$ cat src/rtl/inode_location_calculator_defines.svh
// Assertion macros for the inode location calculator.
`ifndef INODE_LOCATION_CALCULATOR_DEFINES_SVH
`define INODE_LOCATION_CALCULATOR_DEFINES_SVH

`ifndef SYNTHESIS

// Same-cycle implication, disabled while in reset.
`define ILC_ASSERT_NOW(lbl, clk, rst_n, ante, cons) \
    lbl: assert property (@(posedge clk) disable iff (!rst_n) (ante) |-> (cons)) \
        else $error("ILC assertion failed");

// Next-cycle implication, disabled while in reset.
`define ILC_ASSERT_NEXT(lbl, clk, rst_n, ante, cons) \
    lbl: assert property (@(posedge clk) disable iff (!rst_n) (ante) |=> (cons)) \
        else $error("ILC assertion failed");

`else

`define ILC_ASSERT_NOW(lbl, clk, rst_n, ante, cons)
`define ILC_ASSERT_NEXT(lbl, clk, rst_n, ante, cons)

`endif

`endif

$ cat src/rtl/ilc_pkg.sv
// Shared types, constants and codes for the inode location calculator.
package ilc_pkg;

    localparam int MAX_GROUPS_DEF       = 256;
    localparam int LOG_SECTOR_BYTES_DEF = 9;
    localparam int LOG_INODE_BYTES_DEF  = 7;
    localparam int FS_BLOCK_BASE_LOG    = 10;

    localparam int INUM_W  = 32;
    localparam int DIV_W   = 17;
    localparam int BLOCK_W = 32;
    localparam int SECT_W  = 32;
    localparam int BYTE_W  = 9;
    localparam int LOGB_W  = 3;
    localparam int CFG_W   = 32;
    localparam int CFG_IDX_W = 2;

    localparam logic [CFG_IDX_W-1:0] CFG_INODES_TOTAL      = 2'd0;
    localparam logic [CFG_IDX_W-1:0] CFG_INODES_PER_GROUP  = 2'd1;
    localparam logic [CFG_IDX_W-1:0] CFG_LOG_FS_BLOCK_SIZE = 2'd2;

    localparam logic OP_LOAD   = 1'b0;
    localparam logic OP_LOCATE = 1'b1;

    localparam logic [1:0] STATUS_OK    = 2'd0;
    localparam logic [1:0] STATUS_RANGE = 2'd1;
    localparam logic [1:0] STATUS_GROUP = 2'd2;

    typedef struct packed {
        logic               opcode;
        logic [7:0]         group_index;
        logic [BLOCK_W-1:0] table_start_block;
        logic [INUM_W-1:0]  inode_number;
    } in_item_t;

    typedef struct packed {
        logic [SECT_W-1:0] sector_address;
        logic [BYTE_W-1:0] byte_in_sector;
        logic [1:0]        status;
    } out_item_t;

endpackage

$ cat src/rtl/ilc_divider.sv
// Restoring divider, one quotient bit per cycle through a shift register.
module ilc_divider
(
    input  logic                       clk,
    input  logic                       rst_n,
    input  logic                       start,
    input  logic [ilc_pkg::INUM_W-1:0] dividend,
    input  logic [ilc_pkg::DIV_W-1:0]  divisor,
    output logic                       done,
    output logic [ilc_pkg::INUM_W-1:0] quotient,
    output logic [ilc_pkg::DIV_W-1:0]  remainder
);
    import ilc_pkg::*;

    localparam int CNT_W = $clog2(INUM_W + 1);

    logic [INUM_W-1:0] dq_reg, dq_next;
    logic [DIV_W-1:0]  rem_reg, rem_next;
    logic [DIV_W-1:0]  dvs_reg, dvs_next;
    logic [CNT_W-1:0]  cnt_reg, cnt_next;
    logic              busy_reg, busy_next;
    logic              done_reg, done_next;

    logic [DIV_W:0]    shifted;
    logic [DIV_W:0]    diff;
    logic              ge;

    always_comb
    begin
        shifted = {rem_reg, dq_reg[INUM_W-1]};
        ge      = shifted >= {1'b0, dvs_reg};
        diff    = shifted - {1'b0, dvs_reg};

        dq_next   = dq_reg;
        rem_next  = rem_reg;
        dvs_next  = dvs_reg;
        cnt_next  = cnt_reg;
        busy_next = busy_reg;
        done_next = 1'b0;

        if (start)
        begin
            dq_next   = dividend;
            rem_next  = '0;
            dvs_next  = divisor;
            cnt_next  = CNT_W'(INUM_W);
            busy_next = 1'b1;
        end
        else if (busy_reg)
        begin
            rem_next = ge ? diff[DIV_W-1:0] : shifted[DIV_W-1:0];
            dq_next  = {dq_reg[INUM_W-2:0], ge};
            cnt_next = cnt_reg - CNT_W'(1);
            if (cnt_reg == CNT_W'(1))
            begin
                busy_next = 1'b0;
                done_next = 1'b1;
            end
        end
    end

    always_ff @(posedge clk or negedge rst_n)
    begin
        if (!rst_n)
        begin
            cnt_reg  <= '0;
            busy_reg <= 1'b0;
            done_reg <= 1'b0;
        end
        else
        begin
            cnt_reg  <= cnt_next;
            busy_reg <= busy_next;
            done_reg <= done_next;
        end
    end

    always_ff @(posedge clk)
    begin
        dq_reg  <= dq_next;
        rem_reg <= rem_next;
        dvs_reg <= dvs_next;
    end

    assign done      = done_reg;
    assign quotient  = dq_reg;
    assign remainder = rem_reg;

endmodule

$ cat config.mk
export PLATFORM = sky130hd
export DESIGN_NAME = ilc_divider
export DESIGN_NICKNAME = d
export VERILOG_FILES = /design/src/rtl/inode_location_calculator_defines.svh /design/src/rtl/ilc_pkg.sv /design/src/rtl/ilc_divider.sv
export SDC_FILE = /design/constraint.sdc
export NUM_CORES = 1
export LEC_CHECK = 0
export BUFFER_PORTS_ARGS = -buffer_cell sky130_fd_sc_hd__buf_2
export CAP_MARGIN = 0
export CORE_MARGIN = 1
export CORE_UTILIZATION = 50
export CTS_CLUSTER_DIAMETER = 80
export CTS_CLUSTER_SIZE = 40
export DETAILED_ROUTE_END_ITERATION = 16
export PLACE_DENSITY = 0.75
export SLEW_MARGIN = 25
export SYNTH_ARGS = -nofsm -noshare
export SYNTH_HDL_FRONTEND = slang
export SYNTH_SLANG_ARGS = --single-unit
$ cat constraint.sdc
create_clock -name clk -period 3.4 [get_ports clk]
set_input_delay 0.68 -clock clk [delete_from_list [all_inputs] [get_ports clk]]
set_output_delay 0.68 -clock clk [all_outputs]
set_load 0.05 [all_outputs]
==> qor.csv <==
metric;value;unit
sw power;1.74;mW
Post-synth EDFFs;49;
CP Launch Type;flip-flop;
Worst Setup SP;quotient[31];
Core Box Area;7370;um2
Num CTS Buffers;9;
Worst EP required;3.64;ns
final hold slack;0.158;ns
met1 global-route usage;0.267;
Pwr Total;3.94;mW
Logic pwr share;0.488;
IO Pins;102;
main combinational cell family by area after synthesis;multiplexers;
syn nets;409;
DRT Pass-1 Iters;4;
worst hold path type;input port to async pin;
initial antenna violation count;0;
layout filler cell count;614;
leading cell type in the layout, fill and taps excluded;buf_2;
Hold Vio Cnt, Final;0;
Largest register FFs;32;
die height;90.0;um
commonest cells after routing, fill and taps aside;buf_2 (101), edfxtp_1 (49), mux2_2 (32), nor2_1 (31), inv_1 (25);
Sink Count;74;
cts hold-fix bufs;0;
vias in the first global route;2941;
leak pwr;2.16;nW
fraction of layout cells with a size suffix above 1;0.353;
Mean Syn Cell Area;11.5;um2
gr usage total;0.215;
Max Cap Viol;0;
ant diodes;0;
ys async rst share;0.108;
fmax;0.322;GHz
RSZ-0062 raised after global routing;no;
Netlist cell types;51;
Via Count;2952;
Longest Clk Path Bufs;2;
Least-Margin Pin Slew;0.519;ns
Worst-path clk slew;0.08;ns
status;finished clean;
largest net degree at the start of global routing;66;
post-CTS setup buffer count;0;
Post-synth top flop;edfxtp_1;
dpl cell area;4520;um2
IO buf count;101;
HPWL Detailed;5990;um
Mapped Cells;337;
Post-Synth Simple-Gate Area;0.107;
Synth Area in XOR/XNOR;0.0339;
clock power share;0.174;
Residual DRC;0;
Reg power frac;0.338;
Sum Neg Setup Slack;0;ns
CTS tree;yes;
antenna viol nets, final;0;
Internal Power;2.20;mW
GRT met2 Usage;0.344;
relative slew slack;0.650;
crit path capture type;flip-flop;
#FFs+latches synth;74;
starting density of the core;0.526;
gr ovfl total;0;
initial DRC count;200;
mux contribution to synthesized area;0.119;
min cycle time layout;3.10;ns
insertion delay to the later sink of the worst-skew pair;0.35;ns
first-pass GRT wire length;13800;um
clk_skew;0.00950;ns
H-tree levels;3;
DR vias/cell;5.40;
Mapped Area;3870;um2
met3 usage;0.0651;
WP data arrival;3.34;ns
Placer Congestion;0.829;
DR WL/cell;15.2;um
VDD IR max;0.000365;V
nets;515;
Slew Limit Fails;0;
post-CTS resize count;0;
final wirelength;8340;um
period utilization;0.912;
Rows;31;
Die ar.;8110;um2
Crit Path Class;flip-flop to flip-flop;
Critical Path Fanout Max;8;
compound-gate portion of the synthesized area;0.116;
Critical R2R Launch;quotient[31];
post-synthesis adder-cell area fraction;0.0665;
power per standard cell area;836;nW/um2
register area share after synthesis;0.519;
Final Cell Area;4720;um2
final setup vio count;0;
Switching Fraction;0.441;
Die X;90.0;um
Syn-to-layout area delta;21.8;%
YS warnings;0;
Most Crowded Layer GR;met2;
CTS root buf;clkbuf_8;
==> final cells by class <==
type                            instances  area (um2)  share of cell area
Sequential cell                        74        2010               0.426
Multi-Input combinational cell        226        1710               0.363
Timing Repair Buffer                  107         576               0.122
Clock buffer                           13         180              0.0382
Tap cell                               99         124              0.0262
Inverter                               25        93.8              0.0199
Clock inverter                          3        20.0             0.00424
==> synthesized netlist by cell type (5+ instances only) <==
master | n | area, um2
a21oi_1 | 10 | 50.1
buf_1 | 5 | 18.8
a21o_1 | 9 | 67.6
dfrtp_1 | 8 | 200
mux2i_1 | 10 | 100
inv_1 | 25 | 93.8
nand3_1 | 5 | 25.0
edfxtp_1 | 49 | 1470
nand2_1 | 16 | 60.1
and3_1 | 7 | 43.8
nor3_1 | 5 | 25.0
a211oi_1 | 9 | 67.6
xor2_1 | 7 | 61.3
xnor2_1 | 8 | 70.1
nor2_1 | 31 | 116
dfxtp_1 | 17 | 340
nand2b_1 | 5 | 31.3
o21ai_0 | 11 | 55.1
mux2_2 | 32 | 360
o31ai_1 | 5 | 37.5
ha_1 | 19 | 238
==> final timing paths <==
| kind | to | slack (ns) | cells after the start |
|---|---|---|---|
| max | remainder[7] | 0.30 | 12 |
| min | cnt_reg[0] | 0.16 | 1 |
| max reg2reg | remainder[7] | 0.30 | 12 |
| min reg2reg | remainder[16] | 0.50 | 2 |
| max in group asynchronous | busy_reg | 3.07 | 1 |
| min in group clk | remainder[16] | 0.50 | 2 |
==> cells by family after synthesis <==
group / count (synthesis)
flip-flops: 74
multiplexers: 42
adder cells (fa/ha/maj): 20
AND/OR/NAND/NOR: 85
XOR/XNOR: 15
buffers and inverters: 37
AO/OA/AOI/OAI: 64
==> power groups by stage <==
stage / Clock (mW) / Sequential, mW / Combinational (mW)
CTS: 0.698 / 1.33 / 1.92
detailed placement: 0 / 1.35 / 1.91
floorplan: 0 / 1.83 / 1.01
global placement: 0 / 1.35 / 1.87
global route: 0.736 / 1.36 / 2.08
finish: 0.685 / 1.33 / 1.92
==> metrics by stage <==
| step | setup slack, ns | utilization | instances |
|---|---|---|---|
| CTS | 0.310 | 0.640 | 547 |
| floorplan | 0.272 | - | 337 |
| detailed placement | 0.341 | 0.613 | 531 |
| global route | 0.179 | 0.640 | 547 |
| global placement | 0.458 | 0.613 | 531 |
| finish | 0.298 | 0.640 | 547 |
==> worst max-delay path, cell delays in order, from the launching register on <==
cell	delay, ns
edfxtp_1	0.42
inv_1	0.08
ha_1	0.15
inv_1	0.05
fa_1	0.39
a21o_1	0.21
a221o_1	0.39
a32o_2	0.32
o21ai_2	0.17
nand2_2	0.16
buf_4	0.22
and3_1	0.16
nor4_1	0.28
==> per-layer routing <==
metal / wire, um / vias to the layer above
met5: 0 / -
met4: 170 / 0
met1: 3650 / 1388
li1: - / 1444
met2: 3930 / 104
met3: 579 / 16
No activity file was read; power rests on OpenSTA's default activity.
